$ cat config.mk
export PLATFORM = sky130hd
export DESIGN_NAME = bct_lane
export DESIGN_NICKNAME = d
export VERILOG_FILES = /design/src/design/cubic_bezier_tessellator_defines.svh /design/src/design/bct_pkg.sv /design/src/design/bct_lane.sv
export SDC_FILE = /design/constraint.sdc
export NUM_CORES = 2
export LEC_CHECK = 0
export BUFFER_PORTS_ARGS = -buffer_cell sky130_fd_sc_hd__buf_4
export CELL_PAD_IN_SITES_DETAIL_PLACEMENT = 0
export CELL_PAD_IN_SITES_GLOBAL_PLACEMENT = 2
export CORE_MARGIN = 1
export CORE_UTILIZATION = 39
export CTS_BUF_LIST = sky130_fd_sc_hd__clkbuf_8
export CTS_CLUSTER_DIAMETER = 120
export DETAILED_ROUTE_END_ITERATION = 10
export PLACE_DENSITY_LB_ADDON = 0.1
export SETUP_SLACK_MARGIN = 0.2
export SLEW_MARGIN = 20
export SYNTH_ARGS = -nofsm -noshare
export SYNTH_HDL_FRONTEND = slang
export SYNTH_SLANG_ARGS = --single-unit
$ cat constraint.sdc
create_clock -name clk -period 8.7 [get_ports clk]
set_input_delay 1.74 -clock clk [delete_from_list [all_inputs] [get_ports clk]]
set_output_delay 1.74 -clock clk [all_outputs]
set_load 0.05 [all_outputs]
$ cat src/design/cubic_bezier_tessellator_defines.svh
// Assertion helpers for the curve tessellator.
`ifndef CUBIC_BEZIER_TESSELLATOR_DEFINES_SVH
`define CUBIC_BEZIER_TESSELLATOR_DEFINES_SVH

// Same-cycle implication, checked out of reset.
`define BCT_ASSERT_IMP(label, clk, rst_n, ante, cons, msg) \
  label: assert property (@(posedge clk) disable iff (!rst_n) (ante) |-> (cons)) \
    else $error(msg);

// Next-cycle implication, checked out of reset.
`define BCT_ASSERT_NXT(label, clk, rst_n, ante, cons, msg) \
  label: assert property (@(posedge clk) disable iff (!rst_n) (ante) |=> (cons)) \
    else $error(msg);

`endif

$ cat src/design/bct_pkg.sv
package bct_pkg;

  localparam int SEG_BITS  = 6;
  localparam int LIMB_BITS = 32;
  localparam logic [SEG_BITS-1:0] SEG_RESET = 6'd16;

  typedef enum logic [1:0] {
    ST_IDLE,
    ST_DIV,
    ST_WGT,
    ST_MAC
  } bct_state_t;

  // weight sequencer steps
  typedef enum logic [3:0] {
    WS_TT,
    WS_UU,
    WS_TU,
    WS_T3L,
    WS_T3H,
    WS_U3L,
    WS_U3H,
    WS_W1L,
    WS_W1H,
    WS_W2L,
    WS_W2H,
    WS_W2F,
    WS_TRIPLE
  } bct_wstep_t;

  typedef struct packed {
    logic load;
    logic advance;
  } bct_tcmd_t;

  typedef struct packed {
    logic load;
    logic go;
  } bct_lcmd_t;

endpackage

$ cat src/design/bct_lane.sv
module bct_lane #(
  parameter int COORD_BITS      = 16,
  parameter int T_FRACTION_BITS = 16
) (
  input  logic                                clk,
  input  logic                                rst_n,
  input  bct_pkg::bct_lcmd_t                  cmd,
  input  logic [3:0][COORD_BITS-1:0]          pts,
  input  logic [3:0][3*T_FRACTION_BITS:0]     w,
  output logic [COORD_BITS-1:0]               coord,
  output logic                                done
);
  import bct_pkg::*;

  localparam int C     = COORD_BITS;
  localparam int SHIFT = 3 * T_FRACTION_BITS;
  localparam int LB    = LIMB_BITS;
  localparam int NA    = (SHIFT + C + LB - 1) / LB;
  localparam int AW    = NA * LB;
  localparam int LIW   = (NA > 1) ? $clog2(NA) : 1;
  localparam logic [AW-1:0] HALF = {{(AW-1){1'b0}}, 1'b1} << (SHIFT - 1);
  localparam logic [C-1:0]  SIGN = {1'b1, {(C-1){1'b0}}};
  localparam logic [LIW-1:0] LAST_LIMB = LIW'(NA - 1);
  localparam logic [1:0]     LAST_TERM = 2'd3;

  logic [3:0][C-1:0] pts_r;
  logic [AW-1:0]     acc_r, acc_nxt, wpad;
  logic [C:0]        carry_r, carry_nxt;
  logic [1:0]        term_r;
  logic [LIW-1:0]    limb_r;
  logic              run_r, done_r;
  logic [LB-1:0]     wl, al;
  logic [LB+C-1:0]   mprod;
  logic [LB+C:0]     sum;

  // one limb of weight times point, added into the accumulator with carry
  always_comb begin
    wpad      = AW'(w[term_r]);
    wl        = wpad[limb_r*LB +: LB];
    al        = acc_r[limb_r*LB +: LB];
    mprod     = wl * pts_r[term_r];
    sum       = {1'b0, mprod} + {{(C+1){1'b0}}, al} + {{LB{1'b0}}, carry_r};
    acc_nxt   = acc_r;
    acc_nxt[limb_r*LB +: LB] = sum[LB-1:0];
    carry_nxt = sum[LB+C:LB];
  end

  always_ff @(posedge clk) begin
    if (!rst_n) begin
      run_r  <= 1'b0;
      done_r <= 1'b0;
      term_r <= '0;
      limb_r <= '0;
    end else begin
      done_r <= 1'b0;
      if (cmd.go) begin
        run_r  <= 1'b1;
        term_r <= '0;
        limb_r <= '0;
      end else if (run_r) begin
        if (limb_r == LAST_LIMB) begin
          limb_r <= '0;
          term_r <= term_r + 2'd1;
          if (term_r == LAST_TERM) begin
            run_r  <= 1'b0;
            done_r <= 1'b1;
          end
        end else begin
          limb_r <= limb_r + LIW'(1);
        end
      end
    end
  end

  // points held as offset binary so every product is unsigned
  always_ff @(posedge clk) begin
    if (cmd.load) begin
      for (int k = 0; k < 4; k++) begin
        pts_r[k] <= pts[k] ^ SIGN;
      end
    end
    if (cmd.go) begin
      acc_r   <= HALF;
      carry_r <= '0;
    end else if (run_r) begin
      acc_r   <= acc_nxt;
      carry_r <= (limb_r == LAST_LIMB) ? '0 : carry_nxt;
    end
  end

  assign coord = acc_r[SHIFT +: C] ^ SIGN;
  assign done  = done_r;

endmodule

==> results by group <==
Detailed routing
  – DRC violation total after the first TritonRoute iteration: 1095
  – Number of nets still failing antenna checks after routing: 0
  – Detailed-route wire length per cell: 22.4 µm
  – Vias/cell: 5.11
  – Drc violations: 0
  – Total routed wirelength: 85.6 mm
  – DR vias: 19500
  – First-pass iteration count of the detailed router: 5

Clock tree
  – Number of instances resized during post-cts repair: 0
  – H-tree depth reported by CTS: 4
  – Buffer type at the clock tree root: sky130_fd_sc_hd__clkbuf_8
  – CTS hold repair buffers: 0
  – Bufs on Longest Clock Path: 2
  – Clock input transition at the sequential cells of the worst setup and hold paths: 0.10 ns
  – Clock buffers created by TritonCTS: 17
  – Skew-Pair Late Insertion Delay: 0.57 ns
  – TritonCTS clock tree: built
  – Num Clock Sinks: 150
  – Post-CTS setup repair buffer count: 0

Placed design
  – Number of I/O port buffers: 280
  – Detailed placement HPWL: 72.7 mm
  – Final weighted congestion of routability-driven global placement: 0.905

Critical path
  – Critical path origin: w[96]
  – Most common cell on crit path: sky130_fd_sc_hd__fa_1
  – R2R Path Start: term_r[1]$_SDFFE_PP0P_
  – Highest fanout seen on the critical path: 8
  – Cell chain of the critical path: buf_4 -> mux4_2 -> mux2i_1 -> nor2_1 -> fa_1 -> inv_1 -> fa_1 -> fa_1 -> inv_1 -> fa_1 -> fa_1 -> inv_1 -> fa_1 -> inv_1 -> ha_1 -> a21oi_1 -> o21ai_1 -> a21oi_1 -> o32a_1 -> o211ai_1 -> and3_1 -> a31oi_1 -> xnor2_1 -> a22o_1
  – Critical path capture point type: flop
  – Critical path required time: 9.15 ns
  – Cell with the largest stage delay on the worst path: sky130_fd_sc_hd__fa_1
  – Category of the critical setup timing path: in -> reg
  – Largest delay share family, worst path: adder cells
  – Arrival time at the worst endpoint: 8.43 ns
  – Startpoint class of the critical path: primary input
  – Delay contributed by the slowest stage of the critical path: 0.55 ns
  – Buf/Inv on CP: 5

Floorplan
  – Die area: 65500 µm²
  – Area of the core region: 63400 µm²
  – Starting Density: 39.6%
  – Vertical extent of the die: 256 µm
  – Number of rows in the core area: 92
  – Overall die width: 256 µm
  – Top-level I/O count: 281

Final layout
  – Area Overhead vs Synth: 15.1%
  – Most frequent cells in the layout: 573 x sky130_fd_sc_hd__inv_1, 468 x sky130_fd_sc_hd__fa_1, 422 x sky130_fd_sc_hd__nand2_1
  – Share of cells above drive strength 1: 18.0%
  – Number of nets in the layout: 3828
  – Final-layout fill cell count: 6274
  – Most common library cell in the layout ignoring fill and taps: sky130_fd_sc_hd__inv_1

Timing
  – Period utilisation layout: 91.7%
  – Post-Route Hold Slack: 0.458 ns
  – Worst clock skew: 0.0358 ns
  – Number of max-slew violations in the final report: 0
  – Slew headroom: 33.5%
  – Number of failing hold endpoints at the final stage: 0
  – Maximum clock frequency: 125 MHz
  – Slew at the pin closest to its max-slew limit: 0.995 ns
  – Unrepaired setup endpoints after global routing: no
  – Final setup fails: 0
  – Final worst path period need: 7.98 ns
  – Sum of negative setup slack: 0 ns

Job
  – Number of violations of the max-capacitance limit: 0

Yosys
  – Simple-gate share of the synthesized area: 13.2%
  – Post-synth EDFFs: 64
  – Syn_area_per_cell: 9.32 µm²
  – Proportion of synthesized area in mux cells: 8.01%
  – Largest family of logic cells by synthesized area: adder cells
  – Proportion of register bits with asynchronous set or reset after synthesis: 0%
  – Synthesized-area fraction occupied by xor and xnor cells: 1.53%
  – Predominant post-synthesis flop cell: sky130_fd_sc_hd__dfxtp_1
  – Warnings, synthesis: 0
  – Yosys cell types: 67
  – Sequential-to-total area share from yosys stat: 14.5%
  – Gate Count Post-Synth: 2698
  – Netlist Area Pre-Place: 25100 µm²
  – Net count of the mapped netlist: 3571
  – Compound-cell area share of the yosys netlist: 7.41%
  – Share of synthesized cell area in full adder, half adder and majority cells: 44.3%
  – Count of state elements after synthesis: 150

Global route
  – Initial antenna violation count: 5
  – Total congestion overflow after global routing: 0
  – GR Util met3: 2.06%
  – Global-route wire length before repair: 130 mm
  – Most used routing layer in global routing: met2
  – Total GRT Usage: 26.8%
  – GR Util met2: 47.3%
  – Pin count of the biggest net entering global routing: 71
  – Met1 track demand over resource in global routing: 35.0%
  – Vias in the first global route: 21000

Worst hold path
  – Kind of path behind the tightest hold check: reg -> reg
  – Worst hold path startpoint: acc_r[33]$_SDFFE_PP0P_

Status
  – Run status: finished clean
synthesized netlist by cell type, types with 17 or more instances:
cell type	n	area (µm²)
sky130_fd_sc_hd__nand2_1	422	1580
sky130_fd_sc_hd__nor2b_1	37	231
sky130_fd_sc_hd__edfxtp_1	64	1920
sky130_fd_sc_hd__xnor2_1	33	289
sky130_fd_sc_hd__a21oi_1	110	551
sky130_fd_sc_hd__o21ai_0	21	105
sky130_fd_sc_hd__fa_1	468	9370
sky130_fd_sc_hd__buf_4	20	150
sky130_fd_sc_hd__mux4_2	49	1100
sky130_fd_sc_hd__clkbuf_1	101	379
sky130_fd_sc_hd__ha_1	141	1760
sky130_fd_sc_hd__mux2_2	39	439
sky130_fd_sc_hd__and2_1	68	425
sky130_fd_sc_hd__inv_1	573	2150
sky130_fd_sc_hd__a21o_1	29	218
sky130_fd_sc_hd__dfxtp_1	86	1720
sky130_fd_sc_hd__nand2b_1	17	106
sky130_fd_sc_hd__mux2i_1	47	470
sky130_fd_sc_hd__nor2_1	177	664
sky130_fd_sc_hd__a211oi_1	22	165
flip-flops by register name (all words and copies together) (netlist names):
register / count
acc_r: 64
carry_r: 17
done: 1
limb_r: 1
pts_r: 64
run_r: 1
term_r: 2
layout make-up:
class                   count  area (µm²)  share of cell area, %
multi-input cells        1831       18800                   64.8
flip-flops and latches    150        3650                   12.6
repair buffers            382        2920                   10.1
inverters                 573        2150                   7.43
well taps                 846        1060                   3.66
clock buffers              17         234                  0.808
clock inverters            15         159                  0.549
diodes                      2        5.00                 0.0173
metal layers:
metal  vias to the layer above  wire length [µm]
li1                       8806                 -
met1                     10200             36100
met2                       420             44900
met3                        89              2540
met4                         0              2150
met5                         -                 0
cells by family after synthesis:
kind of cell,Yosys count
compound gates,273
fa+ha+maj,609
flops,150
simple gates,770
buf+inv,717
mux,135
xor+xnor,44
final timing paths:
check / slack (ns) / depth (start not counted) / end
max reg2reg: 0.78 / 24 / carry_r[14]$_SDFFE_PP0P_
min: 0.46 / 2 / acc_r[33]$_SDFFE_PP0P_
max: 0.72 / 24 / carry_r[14]$_SDFFE_PP0P_
min reg2reg: 0.46 / 2 / acc_r[33]$_SDFFE_PP0P_
per-stage QoR:
step / setup slack (ns) / cell area [µm²] / instances / utilization [%]
4_1_cts: 0.796 / 28900 / 3814 / 45.6
5_1_grt: 0.474 / 28900 / 3816 / 45.6
2_1_floorplan: 0.859 / 25100 / 2698 / -
6_report: 0.723 / 28900 / 3816 / 45.6
3_5_place_dp: 0.203 / 28500 / 3782 / 45.0
3_3_place_gp: 0.195 / 28500 / 3782 / 45.0
worst min-delay path: cells and delay by family, from the launching register on:
kind / cells / cell delay, ns
and+or+nand+nor: 1 / 0.05
DFF: 1 / 0.32
AOI/OAI and AO/OA: 1 / 0.05
Power is left out: the tool's default activity adds up to more than one toggle a clock period on the data nets, which glitch-free logic cannot reach.
