## src/design/cubic_bezier_tessellator_defines.svh

```systemverilog
// Assertion helpers for the curve tessellator.
`ifndef CUBIC_BEZIER_TESSELLATOR_DEFINES_SVH
`define CUBIC_BEZIER_TESSELLATOR_DEFINES_SVH

// Same-cycle implication, checked out of reset.
`define BCT_ASSERT_IMP(label, clk, rst_n, ante, cons, msg) \
  label: assert property (@(posedge clk) disable iff (!rst_n) (ante) |-> (cons)) \
    else $error(msg);

// Next-cycle implication, checked out of reset.
`define BCT_ASSERT_NXT(label, clk, rst_n, ante, cons, msg) \
  label: assert property (@(posedge clk) disable iff (!rst_n) (ante) |=> (cons)) \
    else $error(msg);

`endif

```

## src/design/bct_pkg.sv

```systemverilog
package bct_pkg;

  localparam int SEG_BITS  = 6;
  localparam int LIMB_BITS = 32;
  localparam logic [SEG_BITS-1:0] SEG_RESET = 6'd16;

  typedef enum logic [1:0] {
    ST_IDLE,
    ST_DIV,
    ST_WGT,
    ST_MAC
  } bct_state_t;

  // weight sequencer steps
  typedef enum logic [3:0] {
    WS_TT,
    WS_UU,
    WS_TU,
    WS_T3L,
    WS_T3H,
    WS_U3L,
    WS_U3H,
    WS_W1L,
    WS_W1H,
    WS_W2L,
    WS_W2H,
    WS_W2F,
    WS_TRIPLE
  } bct_wstep_t;

  typedef struct packed {
    logic load;
    logic advance;
  } bct_tcmd_t;

  typedef struct packed {
    logic load;
    logic go;
  } bct_lcmd_t;

endpackage

```

## src/design/bct_weights.sv

```systemverilog
module bct_weights #(
  parameter int T_FRACTION_BITS = 16
) (
  input  logic                                clk,
  input  logic                                rst_n,
  input  logic                                go,
  input  logic [T_FRACTION_BITS:0]            t,
  output logic [3:0][3*T_FRACTION_BITS:0]     w,
  output logic                                done
);
  import bct_pkg::*;

  localparam int F  = T_FRACTION_BITS;
  localparam int TW = F + 1;
  localparam int SW = 2 * F + 1;
  localparam int WW = 3 * F + 1;
  localparam logic [TW-1:0] ONE = {1'b1, {F{1'b0}}};

  logic [TW-1:0]   u, mul_a, mul_b;
  logic [2*TW-1:0] prod_r;
  logic [SW-1:0]   tt_r, uu_r, tu_r;
  logic [WW-1:0]   w0_r, w1_r, w2_r, w3_r;
  logic [WW-1:0]   prod_lo, prod_hi;
  bct_wstep_t      step_r;
  logic            run_r, done_r;

  assign u       = ONE - t;
  assign prod_lo = WW'(prod_r);
  assign prod_hi = WW'(prod_r) << TW;

  // one shared multiplier; wide operands go in as low and high halves
  always_comb begin
    mul_a = t;
    mul_b = t;
    unique case (step_r)
      WS_TT:   begin mul_a = t;                     mul_b = t; end
      WS_UU:   begin mul_a = u;                     mul_b = u; end
      WS_TU:   begin mul_a = t;                     mul_b = u; end
      WS_T3L:  begin mul_a = tt_r[TW-1:0];          mul_b = t; end
      WS_T3H:  begin mul_a = {1'b0, tt_r[SW-1:TW]}; mul_b = t; end
      WS_U3L:  begin mul_a = uu_r[TW-1:0];          mul_b = u; end
      WS_U3H:  begin mul_a = {1'b0, uu_r[SW-1:TW]}; mul_b = u; end
      WS_W1L:  begin mul_a = tu_r[TW-1:0];          mul_b = u; end
      WS_W1H:  begin mul_a = {1'b0, tu_r[SW-1:TW]}; mul_b = u; end
      WS_W2L:  begin mul_a = tu_r[TW-1:0];          mul_b = t; end
      WS_W2H:  begin mul_a = {1'b0, tu_r[SW-1:TW]}; mul_b = t; end
      default: begin mul_a = t;                     mul_b = t; end
    endcase
  end

  always_ff @(posedge clk) begin
    if (!rst_n) begin
      run_r  <= 1'b0;
      done_r <= 1'b0;
      step_r <= WS_TT;
    end else begin
      done_r <= 1'b0;
      if (go) begin
        run_r  <= 1'b1;
        step_r <= WS_TT;
      end else if (run_r) begin
        if (step_r == WS_TRIPLE) begin
          run_r  <= 1'b0;
          done_r <= 1'b1;
        end else begin
          step_r <= bct_wstep_t'(step_r + 4'd1);
        end
      end
    end
  end

  // steps WS_UU to WS_W2F each consume the registered product of the step before
  always_ff @(posedge clk) begin
    prod_r <= mul_a * mul_b;
    if (run_r) begin
      case (step_r)
        WS_UU:     tt_r <= prod_r[SW-1:0];
        WS_TU:     uu_r <= prod_r[SW-1:0];
        WS_T3L:    tu_r <= prod_r[SW-1:0];
        WS_T3H:    w3_r <= prod_lo;
        WS_U3L:    w3_r <= w3_r + prod_hi;
        WS_U3H:    w0_r <= prod_lo;
        WS_W1L:    w0_r <= w0_r + prod_hi;
        WS_W1H:    w1_r <= prod_lo;
        WS_W2L:    w1_r <= w1_r + prod_hi;
        WS_W2H:    w2_r <= prod_lo;
        WS_W2F:    w2_r <= w2_r + prod_hi;
        WS_TRIPLE: begin
          w1_r <= w1_r + (w1_r << 1);
          w2_r <= w2_r + (w2_r << 1);
        end
        default: ;
      endcase
    end
  end

  assign w[0] = w0_r;
  assign w[1] = w1_r;
  assign w[2] = w2_r;
  assign w[3] = w3_r;
  assign done = done_r;

endmodule

```

## config.mk

```make
export PLATFORM = sky130hd
export DESIGN_NAME = bct_weights
export DESIGN_NICKNAME = d
export VERILOG_FILES = /design/src/design/cubic_bezier_tessellator_defines.svh /design/src/design/bct_pkg.sv /design/src/design/bct_weights.sv
export SDC_FILE = /design/constraint.sdc
export NUM_CORES = 2
export LEC_CHECK = 0
export BUFFER_PORTS_ARGS = -buffer_cell sky130_fd_sc_hd__buf_4
export CAP_MARGIN = 20
export CORE_UTILIZATION = 40
export DETAILED_ROUTE_END_ITERATION = 16
export PLACE_DENSITY = 0.59
export SETUP_SLACK_MARGIN = 0.1
export SLEW_MARGIN = 10
export SYNTH_ARGS = -nofsm -noshare
export SYNTH_HDL_FRONTEND = slang
export SYNTH_SLANG_ARGS = --single-unit
```

## constraint.sdc

```tcl
create_clock -name clk -period 17.2 [get_ports clk]
set_input_delay 0 -clock clk [delete_from_list [all_inputs] [get_ports clk]]
set_output_delay 0 -clock clk [all_outputs]
set_load 0.1 [all_outputs]
```

==> results.py <==
metrics = {
    "status": {
        "outcome": "finished clean",
    },
    "timing": {
        "post-route-period-util_pct": 57.4,
        "slew_violations": 0,
        "hold_viol_final": 0,
        "worstMarginPinSlew_ps": 1180,
        "finalClockSkew_ps": 24.7,
        "rsz0062_at_grt": "false",
        "timing.final.setup_violations": 0,
        "setup_tns_ps": 0,
        "max-slew-margin-rel_pct": 20.3,
        "fin_crit_ps": 9870,
        "max_clock_freq_mhz": 101,
    },
    "synthesis": {
        "synth.top_cells.by_count": "378 x nand2_1, 331 x ha_1, 311 x inv_1",
        "yosysTopAreaCell": "edfxtp_1",
        "yosysSeqAreaShare_pct": 29.0,
        "synth_nets": 4144,
        "synthAdderAreaFrac_pct": 26.2,
        "synthMostInstantiatedCell": "nand2_1",
        "ys_seq_elements": 335,
        "syn-cell-area_um2": 33300,
        "muxShareOfSynthArea_pct": 0.255,
        "netlist_instances": 3563,
        "yosys.area_share.simple_pct": 14.2,
        "synthTopCellsByArea": "edfxtp_1 27%, fa_1 14%, ha_1 12%, nand2_1 4.3%, xnor2_1 3.6%",
        "async_flop_share_pct": 0,
        "synth_edf_count": 295,
        "synth-xor-area-share_pct": 6.64,
        "ys.flop_type": "edfxtp_1",
        "synth.top_cell.area_share_pct": 26.6,
        "synth_compound_gate_area_share_pct": 18.6,
        "post_synth.cell_area_avg_um2": 9.35,
        "synth_top_family_by_area": "adder cells",
        "ys_types": 87,
        "ys_warn_count": 0,
    },
    "cts": {
        "clock_path_buffers": 3,
        "cts-root-buf": "clkbuf_16",
        "clkSlewWorstSetupHoldPaths_ps": 60,
        "cts_buffers": 41,
        "postCtsSetupBuffers": 0,
        "clock_latency_ps": 580,
        "cts.sinks": 335,
        "tritoncts": "built",
        "htree_num_levels": 2,
    },
    "power": {
        "peakVddDrop_mv": 0.279,
        "p_per_area_nw_per_um2": 210,
        "switching_share_pct": 50.3,
        "power_leakage_nw": 16.4,
        "p_seq_share_pct": 14.9,
        "p_int_w": 0.00394,
        "clockPowerShare_pct": 11.1,
        "p_switching_w": 0.00400,
        "comb_power_share_pct": 74.0,
    },
    "route": {
        "viasPerCell": 5.74,
        "avgRoutedWirePerCell_um": 22.8,
        "dr.first_iter.drc_count": 2189,
        "first_pass_iters": 6,
        "final_antenna_net_count": 0,
        "num_vias": 27970,
        "drc_errors": 0,
        "wirelength_mm": 111,
    },
    "finish": {
        "layout.nets": 4349,
        "fin_area_um2": 37800,
        "layout-drive-gt1-share_pct": 10.9,
        "area_delta_synth_final_pct": 13.4,
    },
    "critical_path": {
        "reg2reg_from": "step_r[1]",
        "worst-path-max-fanout": 24,
        "r2r-end": "prod_r[33]",
        "endpoint_kind": "register",
        "r2r_setup_slack_ps": 7330,
        "criticalPathCategory": "reg -> reg",
        "cp_data_required_time_ps": 17650,
        "arrival_ps": 10320,
        "cp-start-kind": "register",
        "worst_r2r_path_depth": 27,
    },
    "worst_hold_path": {
        "hold_path.class": "in -> reg",
        "hold_depth": 5,
        "min_to": "prod_r[1]",
        "min_from": "t[1]",
    },
    "global_route": {
        "antenna_found_initial": 4,
        "grt_max_degree": 67,
        "grt_pass1_wl_mm": 170,
        "grt_usage_pct": 26.1,
        "grt_pass1_vias": 27672,
        "grt-ovfl-total": 0,
    },
    "place": {
        "dp.final_hpwl_mm": 84.2,
        "portBuffers": 216,
        "placed_area_um2": 36400,
        "gp_congestion": 0.938,
    },
    "floorplan": {
        "core_um2": 82200,
        "ios": 217,
        "dieWidth_um": 291,
        "rows": 105,
        "die_area_um2": 84500,
        "start_util_pct": 40.5,
        "die_y_um": 291,
    },
    "job": {
        "timing.max_cap.violations": 0,
    },
}
kinds of logic (layout without fill, tap and decap cells):
kind of cell               count (synthesis)  after routing
and+or+nand+nor                         1029           1029
AOI/OAI and AO/OA                        933            933
adders and majority gates                561            561
buffers and inverters                    446            683
DFF                                      335            335
xor gates and xnor gates                 251            251
muxes                                      8              8
other                                      0              1
cell type report:
type,count,area [um^2]
fillers,7993,44400
multi-input cells,2782,22100
flip-flops and latches,335,9660
repair buffers,296,2240
well taps,1070,1340
inverters,312,1170
clock buffers,56,1140
clock inverters,19,193
diodes,1,2.50
stage by stage:
stage | setup WS (ps) | std cells | utilization [%] | power [W] | hold slack [ps]
after floorplan | 9440 | 3563 | - | 0.00522 | 128
after global placement | 7530 | 4790 | 44.3 | 0.00695 | 280
after detailed placement | 7400 | 4790 | 44.3 | 0.00695 | 278
after CTS | 7370 | 4869 | 46.0 | 0.00791 | 41.2
after global routing | 6820 | 4870 | 46.0 | 0.00866 | 92.8
final | 7330 | 4871 | 46.0 | 0.00794 | 73.1
worst max-delay path, stage by stage (launching register included):
cell and delay [ps]:
dfxtp_1 400, inv_1 90, ha_1 350, nand2_1 760, nand2_1 720, a222oi_1 520
nand3_1 730, nor2b_1 420, fa_1 590, inv_1 50, fa_1 470, fa_1 520
inv_1 50, fa_1 490, fa_1 490, inv_1 50, fa_1 470, inv_1 40
ha_1 340, a21o_1 180, a21oi_1 190, o21ai_0 220, o41ai_2 440, a21oi_1 180
o221a_2 310, a311o_1 320, a211oi_2 240, xnor2_1 100
how the worst max path moves through the flow:
stage / from / endpoint / slack [ps] / cells past startpoint
after global placement: step_r[3] / prod_r[33] / 7530 / 26
after CTS: step_r[3] / prod_r[30] / 7370 / 27
after floorplan: step_r[0] / prod_r[33] / 9440 / 30
after detailed placement: step_r[3] / prod_r[33] / 7400 / 26
after global routing: step_r[1] / prod_r[30] / 6820 / 28
final: step_r[1] / prod_r[33] / 7330 / 27
placed cells by master (no fill, tap or decap), types with 50 or more instances in the layout:
cell,n
buf_4,291
edfxtp_1,295
and2_1,64
nand2_1,376
o21ai_0,204
a21oi_1,209
a21o_1,138
inv_1,311
nor2_1,285
ha_1,331
xnor2_1,134
fa_1,230
xor2_1,112
nand3_1,50
power groups by stage:
| stage | Sequential (W) | Combinational (W) | Clock (W) |
|---|---|---|---|
| 2_1_floorplan | 0.00116 | 0.00406 | 0 |
| 3_5_place_dp | 0.00120 | 0.00576 | 0 |
| 5_1_grt | 0.00118 | 0.00656 | 0.000921 |
| 3_3_place_gp | 0.00120 | 0.00575 | 0 |
| 6_report | 0.00118 | 0.00588 | 0.000884 |
| 4_1_cts | 0.00118 | 0.00584 | 0.000895 |
registers in the layout (all words and copies together), names as in the netlist:
signal / count
tt_r: 33
tu_r: 33
step_r: 4
run_r: 1
w3_r: 49
w1_r: 49
uu_r: 33
w0_r: 49
prod_r: 34
w2_r: 49
done: 1
what timing repair did:
item / 4_1_cts / 5_1_grt
endpoints found under the setup margin: 0 / 0
hold buffers: 4 / 0
gates resized for setup: 0 / 0
hold endpoints to repair: 6 / 0
metal layers:
layer / vias to the layer above / part of all wire, % / GRT usage [%] / wire (um)
met1: 13728 / 45 / 36.0 / 49500
met4: 0 / 3.2 / 8.22 / 3510
met2: 970 / 45 / 42.1 / 50600
li1: 13091 / - / - / -
met5: - / 0 / 0 / 0
met3: 181 / 6.8 / 3.74 / 7620
Note: power is estimated with default switching activity, not from simulation.
