==> config.mk <==
export PLATFORM = sky130hd
export DESIGN_NAME = bct_tstep
export DESIGN_NICKNAME = d
export VERILOG_FILES = /design/src/design/cubic_bezier_tessellator_defines.svh /design/src/design/bct_pkg.sv /design/src/design/bct_tstep.sv
export SDC_FILE = /design/constraint.sdc
export NUM_CORES = 1
export LEC_CHECK = 0
export ABC_CLOCK_PERIOD_IN_PS = 5600
export BUFFER_PORTS_ARGS = -buffer_cell sky130_fd_sc_hd__buf_4
export CELL_PAD_IN_SITES_DETAIL_PLACEMENT = 1
export CELL_PAD_IN_SITES_GLOBAL_PLACEMENT = 1
export CORE_AREA = 4 4 112 114
export DETAILED_ROUTE_END_ITERATION = 8
export DIE_AREA = 0 0 116 118
export PLACE_DENSITY_LB_ADDON = 0.12
export SLEW_MARGIN = 20
export SYNTH_ARGS = -nofsm -noshare
export SYNTH_HDL_FRONTEND = slang
export SYNTH_SLANG_ARGS = --single-unit
==> constraint.sdc <==
create_clock -name clk -period 5.6 [get_ports clk]
set_input_delay 0.56 -clock clk [delete_from_list [all_inputs] [get_ports clk]]
set_output_delay 0.56 -clock clk [all_outputs]
set_load 0.03 [all_outputs]
==> src/design/cubic_bezier_tessellator_defines.svh <==
// Assertion helpers for the curve tessellator.
`ifndef CUBIC_BEZIER_TESSELLATOR_DEFINES_SVH
`define CUBIC_BEZIER_TESSELLATOR_DEFINES_SVH

// Same-cycle implication, checked out of reset.
`define BCT_ASSERT_IMP(label, clk, rst_n, ante, cons, msg) \
  label: assert property (@(posedge clk) disable iff (!rst_n) (ante) |-> (cons)) \
    else $error(msg);

// Next-cycle implication, checked out of reset.
`define BCT_ASSERT_NXT(label, clk, rst_n, ante, cons, msg) \
  label: assert property (@(posedge clk) disable iff (!rst_n) (ante) |=> (cons)) \
    else $error(msg);

`endif

==> src/design/bct_pkg.sv <==
package bct_pkg;

  localparam int SEG_BITS  = 6;
  localparam int LIMB_BITS = 32;
  localparam logic [SEG_BITS-1:0] SEG_RESET = 6'd16;

  typedef enum logic [1:0] {
    ST_IDLE,
    ST_DIV,
    ST_WGT,
    ST_MAC
  } bct_state_t;

  // weight sequencer steps
  typedef enum logic [3:0] {
    WS_TT,
    WS_UU,
    WS_TU,
    WS_T3L,
    WS_T3H,
    WS_U3L,
    WS_U3H,
    WS_W1L,
    WS_W1H,
    WS_W2L,
    WS_W2H,
    WS_W2F,
    WS_TRIPLE
  } bct_wstep_t;

  typedef struct packed {
    logic load;
    logic advance;
  } bct_tcmd_t;

  typedef struct packed {
    logic load;
    logic go;
  } bct_lcmd_t;

endpackage

==> src/design/bct_tstep.sv <==
module bct_tstep #(
  parameter int T_FRACTION_BITS = 16
) (
  input  logic                             clk,
  input  logic                             rst_n,
  input  bct_pkg::bct_tcmd_t               cmd,
  input  logic [bct_pkg::SEG_BITS-1:0]     seg_n,
  output logic [T_FRACTION_BITS:0]         t,
  output logic                             last,
  output logic                             ready
);
  import bct_pkg::*;

  localparam int TW = T_FRACTION_BITS + 1;
  localparam int CW = $clog2(TW + 1);

  logic [SEG_BITS-1:0] n_r, rem_r, frac_r, idx_r;
  logic [TW-1:0]       q_r, t_r;
  logic [CW-1:0]       cnt_r;
  logic                div_r;
  logic [SEG_BITS:0]   rem_sh, rem_dif, fsum, fdif;
  logic                qbit, wrap;

  // restoring divide of 2^F by n, then step t by quotient and remainder
  always_comb begin
    rem_sh  = {rem_r, (cnt_r == CW'(TW))};
    rem_dif = rem_sh - {1'b0, n_r};
    qbit    = (rem_sh >= {1'b0, n_r});
    fsum    = {1'b0, frac_r} + {1'b0, rem_r};
    fdif    = fsum - {1'b0, n_r};
    wrap    = (fsum >= {1'b0, n_r});
  end

  always_ff @(posedge clk) begin
    if (!rst_n) begin
      n_r    <= SEG_BITS'(1);
      rem_r  <= '0;
      frac_r <= '0;
      idx_r  <= '0;
      q_r    <= '0;
      t_r    <= '0;
      cnt_r  <= '0;
      div_r  <= 1'b0;
    end else if (cmd.load) begin
      n_r    <= seg_n;
      rem_r  <= '0;
      frac_r <= '0;
      idx_r  <= '0;
      q_r    <= '0;
      t_r    <= '0;
      cnt_r  <= CW'(TW);
      div_r  <= 1'b1;
    end else if (div_r) begin
      rem_r <= qbit ? rem_dif[SEG_BITS-1:0] : rem_sh[SEG_BITS-1:0];
      q_r   <= {q_r[TW-2:0], qbit};
      cnt_r <= cnt_r - CW'(1);
      if (cnt_r == CW'(1)) begin
        div_r <= 1'b0;
      end
    end else if (cmd.advance) begin
      t_r    <= t_r + q_r + TW'(wrap);
      frac_r <= wrap ? fdif[SEG_BITS-1:0] : fsum[SEG_BITS-1:0];
      idx_r  <= idx_r + SEG_BITS'(1);
    end
  end

  assign t     = t_r;
  assign last  = (idx_r == n_r);
  assign ready = !div_r;

endmodule

==> impl_metrics.toml, run 1 <==
[run_status]
outcome = "complete, no violations"

[cts]
ctsResizeCount = 0
tritoncts = "done"
clk_pin_slew_ns = 0.06
postCtsSetupBuffers = 0
cts_hold_buf = 0
root_buffer = "clkbuf_16"
h-tree-depth = 3
cts_buffer_depth = 2
cts_buffers = 9
clock_latency_ns = 0.34
cts_num_sinks = 64

[power_and_ir_drop]
pwr-share-comb = 0.160
p_leak_uw = 0.00188
finalPower_uw = 1300
seqPwrFrac = 0.369
p_per_area_nw_per_um2 = 282
sw_frac_of_total = 0.264
irDropWorstVdd_v = 0.000192
p_sw_uw = 343
intPower_uw = 956
clockPowerShare = 0.471

[yosys]
synthFlopType = "dfxtp_1"
synth_cell_type_count = 46
syn_area_um2 = 3940
synth-edff-count = 0
yosysTopAreaCellShare = 0.325
synth_seq_area_share = 0.325
yosysMostFrequentCell = "dfxtp_1"
ys_top_cells_by_area = "dfxtp_1, ha_1, mux2i_1"
syn_inst = 462
ys_seq_elements = 64
synth_top_cell_by_area = "dfxtp_1"
yosys_warnings = 0
syn-num-nets = 513
syn_area_per_cell_um2 = 8.53
synthTopCellsByCount = "dfxtp_1, nor2_1, ha_1"
ys_async_sr_fraction = 0

[cells_and_area]
nets = 537
n_antenna_cell = 0
synthToLayoutAreaGrowth_pct = 17.0
fin_area_um2 = 4610
drive_above_1_share = 0.110

[placed_design]
dp_hpwl_um = 7510
placed_cell_area_um2 = 4290
globalplace.congestion = 0.774
io_buffers = 28

[sta]
finClkSkew_ns = 0.00846
hold-worst-slack_ns = 0.436
layout_min_cycle_time_ns = 5.06
slew_viol_final = 0
hold_viol = 0
setup_violations = 0
relSlewSlack = 0.555
fin_crit_sh = 0.903
setup_tns_ns = 0
maxClockFrequency_mhz = 198
tightest_slew_ns = 0.664
rsz0062_at_grt = "false"

[min_path]
hold_path.class = "in2reg"

[global_routing]
antenna_found_initial = 0
grt_remaining_overflow = 0
grt_pass1_wl_um = 17700
grt_usage = 0.164
grt_max_degree = 46
grt_pass1_vias = 3497

[setup_path]
critPathBufInv = 1
cp_slowest_cell = "o41a_1"
path_common_cell = "fa_1"
slowest_delay_ns = 0.48
r2r_slack_ns = 0.54
cp-start-kind = "flip-flop"
cp.arrival_ns = 5.28
path_class = "reg2reg"
end_kind = "flip-flop"
required_ns = 5.82
cp_top_family = "adder cells"
path_cells = "ha_1 > inv_1 > fa_1 > nor2b_1 > o21a_1 > nor2_1 > xnor2_1 > ha_1 > o21ai_0 > a21oi_1 > nor3_2 > fa_1 > fa_1 > nand2b_1 > a21oi_2 > a41oi_2 > o41a_1 > a41o_1 > or3_1"
crit_fanout = 7

[floorplanning]
die_area_um2 = 13700
initial_core_util = 0.345
pin_count = 29
die_y_um = 118
rows = 39
core_region_area_um2 = 11400
die_w_um = 116

[drt]
drtPass1Iterations = 4
wl_per_cell_um = 16.4
viasPerCell = 5.21
ant_nets = 0
wl_um = 10400
dr_total_vias = 3304
drcViolationCount = 0
drt-initial-drc-count = 130

[job]
maxCapViolations = 0
-- worst paths after layout --
path	startpoint	end	depth (start not counted)
max	rem_r[0]	t[16]	19
max reg2reg	rem_r[0]	t[16]	19
min	seg_n[0]	n_r[0]	3
min reg2reg	t[6]	t[6]	2
-- final cells by class --
class | count | area [um2]
clock inverter | 3 | 65.1
tap | 143 | 179
fill | 1367 | 6810
timing repair buffer | 32 | 240
multi-input combinational | 356 | 2510
clock buffer | 13 | 250
inverter | 23 | 86.3
sequential | 64 | 1280
-- logic make-up after synthesis --
logic type | Yosys count | share of synthesized area
compound gates | 109 | 0.175
mux | 29 | 0.0743
simple gates | 145 | 0.175
xor+xnor | 32 | 0.0711
buf+inv | 42 | 0.0400
flops | 64 | 0.325
fa+ha+maj | 41 | 0.140
-- registers in the layout (all words and copies together), names as in the netlist --
| signal | flops |
|---|---|
| t | 17 |
| frac_r | 6 |
| n_r | 6 |
| rem_r | 6 |
| q_r | 17 |
| div_r | 1 |
| cnt_r | 5 |
| idx_r | 6 |
-- worst register-to-register path: cells and delay by family, from the launching register on --
kind | cells | cell delay, ns
buffers and inverters | 1 | 0.06
and+or+nand+nor | 5 | 0.90
DFF | 1 | 0.40
AOI/OAI and AO/OA | 7 | 1.64
xor gates and xnor gates | 1 | 0.14
adders and majority gates | 5 | 1.77
-- power by group through the flow --
stage | Combinational [uW] | Clock, uW | Sequential [uW]
6_report | 208 | 611 | 479
5_1_grt | 233 | 653 | 481
3_3_place_gp | 202 | 0 | 489
2_1_floorplan | 151 | 0 | 489
3_5_place_dp | 207 | 0 | 489
4_1_cts | 211 | 631 | 479
-- layout by cell type (no fill, tap or decap), drive strengths merged, types with 5 or more instances in the layout --
cell type / synthesis / final
dfxtp: 64 / 64
nor2: 52 / 52
ha: 36 / 36
a21oi: 35 / 35
nand2: 32 / 32
buf: 3 / 32
mux2i: 27 / 27
o21ai: 27 / 27
inv: 22 / 22
xnor2: 22 / 22
o21a: 14 / 14
nor2b: 13 / 13
clkbuf: 16 / 13
nor3: 12 / 12
nand4: 10 / 10
xor2: 10 / 10
nand3: 9 / 9
a211oi: 9 / 9
a21o: 7 / 7
or3: 5 / 5
fa: 5 / 5
-- per-stage QoR --
step,utilization,cells,worst slack (ns)
global placement,0.376,618,0.850
global route,0.404,634,0.200
CTS,0.404,634,0.569
floorplan,-,462,1.12
detailed placement,0.376,618,0.667
finish,0.404,634,0.542
-- metal layers --
layer,track usage,vias up,wire [um]
li1,-,1673,-
met3,0.0530,10,332
met4,0.0392,0,94
met5,0,-,0
met2,0.274,36,5070
met1,0.202,1585,4920
(Power assumes the default switching activity.)
==> inputs of run 2 (changes only) <==
--- a/config.mk
+++ b/config.mk
@@ -12,7 +12,7 @@
 export CORE_AREA = 4 4 112 114
 export DETAILED_ROUTE_END_ITERATION = 8
 export DIE_AREA = 0 0 116 118
-export PLACE_DENSITY_LB_ADDON = 0.12
+export PLACE_DENSITY_LB_ADDON = 0.05
 export SLEW_MARGIN = 20
 export SYNTH_ARGS = -nofsm -noshare
 export SYNTH_HDL_FRONTEND = slang
==> impl_metrics.toml, run 2 (synthesized netlist as in run 1, its figures left out) <==
[run_status]
outcome = "complete, no violations"

[cts]
cts_hold_buf = 0
cts_buffers = 9
h-tree-depth = 3
tritoncts = "done"
clock_latency_ns = 0.33
root_buffer = "clkbuf_16"
postCtsSetupBuffers = 0
cts_num_sinks = 64
ctsResizeCount = 0
cts_buffer_depth = 2
clk_pin_slew_ns = 0.05

[sta]
tightest_slew_ns = 0.715
hold_viol = 0
rsz0062_at_grt = "false"
setup_violations = 0
finClkSkew_ns = 0.00937
relSlewSlack = 0.521
setup_tns_ns = 0
maxClockFrequency_mhz = 204
worst_slack_ns = 0.699
slew_viol_final = 0
layout_min_cycle_time_ns = 4.90
fin_crit_sh = 0.875

[setup_path]
reg2reg_to = "t[16]"
path_class = "reg2reg"
startpoint = "rem_r[0]"
reg2reg_depth = 19
crit_fanout = 7
r2r-start = "rem_r[0]"
cp.arrival_ns = 5.11
cp-start-kind = "flip-flop"
r2r_slack_ns = 0.70
required_ns = 5.81
end_kind = "flip-flop"

[drt]
dr_total_vias = 3286
viasPerCell = 5.20
wl_um = 10000
ant_nets = 0
drtPass1Iterations = 5
drcViolationCount = 0
drt-initial-drc-count = 91
wl_per_cell_um = 15.8

[cells_and_area]
seqCellArea_um2 = 1280
most-common-layout-cells = "dfxtp_1, nor2_1, ha_1"
drive_above_1_share = 0.112
nets = 537
synthToLayoutAreaGrowth_pct = 15.8
multiInputGateArea_um2 = 2510
final_cells = 632
nFillCells = 1385
layout_commonest_cell = "dfxtp_1"
n_antenna_cell = 0
final_util = 0.400

[min_path]
hold_path.class = "in2reg"
worstHoldEndpoint = "n_r[0]"
hold_depth = 3
min_from = "seg_n[0]"

[power_and_ir_drop]
p_per_area_nw_per_um2 = 262
p_leak_uw = 0.00186
irDropWorstVdd_v = 0.000152

[global_routing]
grt_pass1_vias = 3375
use_met3 = 0.0288
grt_max_degree = 39
grt_usage = 0.155
top_usage_layer = "met2"
grtUsageMet2 = 0.263
grt_remaining_overflow = 0
antenna_found_initial = 0
grt_pass1_wl_um = 16900
grt_use_met1 = 0.189

[placed_design]
globalplace.congestion = 0.771
dp_hpwl_um = 7370
place_ws_ns = 0.722
dp_cells = 618
io_buffers = 28

[floorplanning]
die_w_um = 116
initial_core_util = 0.345
pin_count = 29
die_y_um = 118
core_region_area_um2 = 11400
rows = 39
die_area_um2 = 13700

[job]
maxCapViolations = 0
-- run 2: metrics by stage --
stage	area, um2	hold slack, ns	total power, uW
2_1_floorplan	3940	0.424	640
3_3_place_gp	4290	0.460	696
3_5_place_dp	4290	0.468	698
4_1_cts	4560	0.449	1220
5_1_grt	4560	0.475	1270
6_report	4560	0.461	1200
-- run 2: area by class of cell --
type | count | share of cell area
Sequential cell | 64 | 0.281
Clock buffer | 11 | 0.0554
Multi-Input combinational cell | 356 | 0.549
Tap cell | 143 | 0.0392
Timing Repair Buffer | 32 | 0.0526
Inverter | 23 | 0.0189
Clock inverter | 3 | 0.00411
-- run 2: worst max-delay path by stage --
stage | end | cells past startpoint
after floorplan | t[16] | 19
after global placement | t[16] | 19
after detailed placement | t[16] | 19
after CTS | t[16] | 19
after global routing | t[14] | 20
final | t[16] | 19
-- run 2: critical path, cell delays in order (launching register included) --
cell	delay, ns
dfxtp_1	0.40
ha_1	0.21
inv_1	0.06
fa_1	0.39
nor2b_1	0.13
o21a_1	0.14
nor2_1	0.05
xnor2_1	0.13
ha_1	0.34
o21ai_0	0.09
a21oi_1	0.20
nor3_2	0.16
fa_1	0.43
fa_1	0.38
nand2b_1	0.20
a21oi_2	0.23
a41oi_2	0.18
o41a_1	0.48
a41o_1	0.22
or3_1	0.35
-- run 2: power breakdown --
group	total (uW)	internal [uW]	switching, uW
registers	480	468	11.6
clock network	513	317	196
logic	205	85.9	119
-- run 2: metal layers --
layer / up-vias / part of all wire
li1: 1677 / -
met5: - / 0
met1: 1570 / 0.47
met3: 9 / 0.021
met4: 0 / 0.016
met2: 30 / 0.50
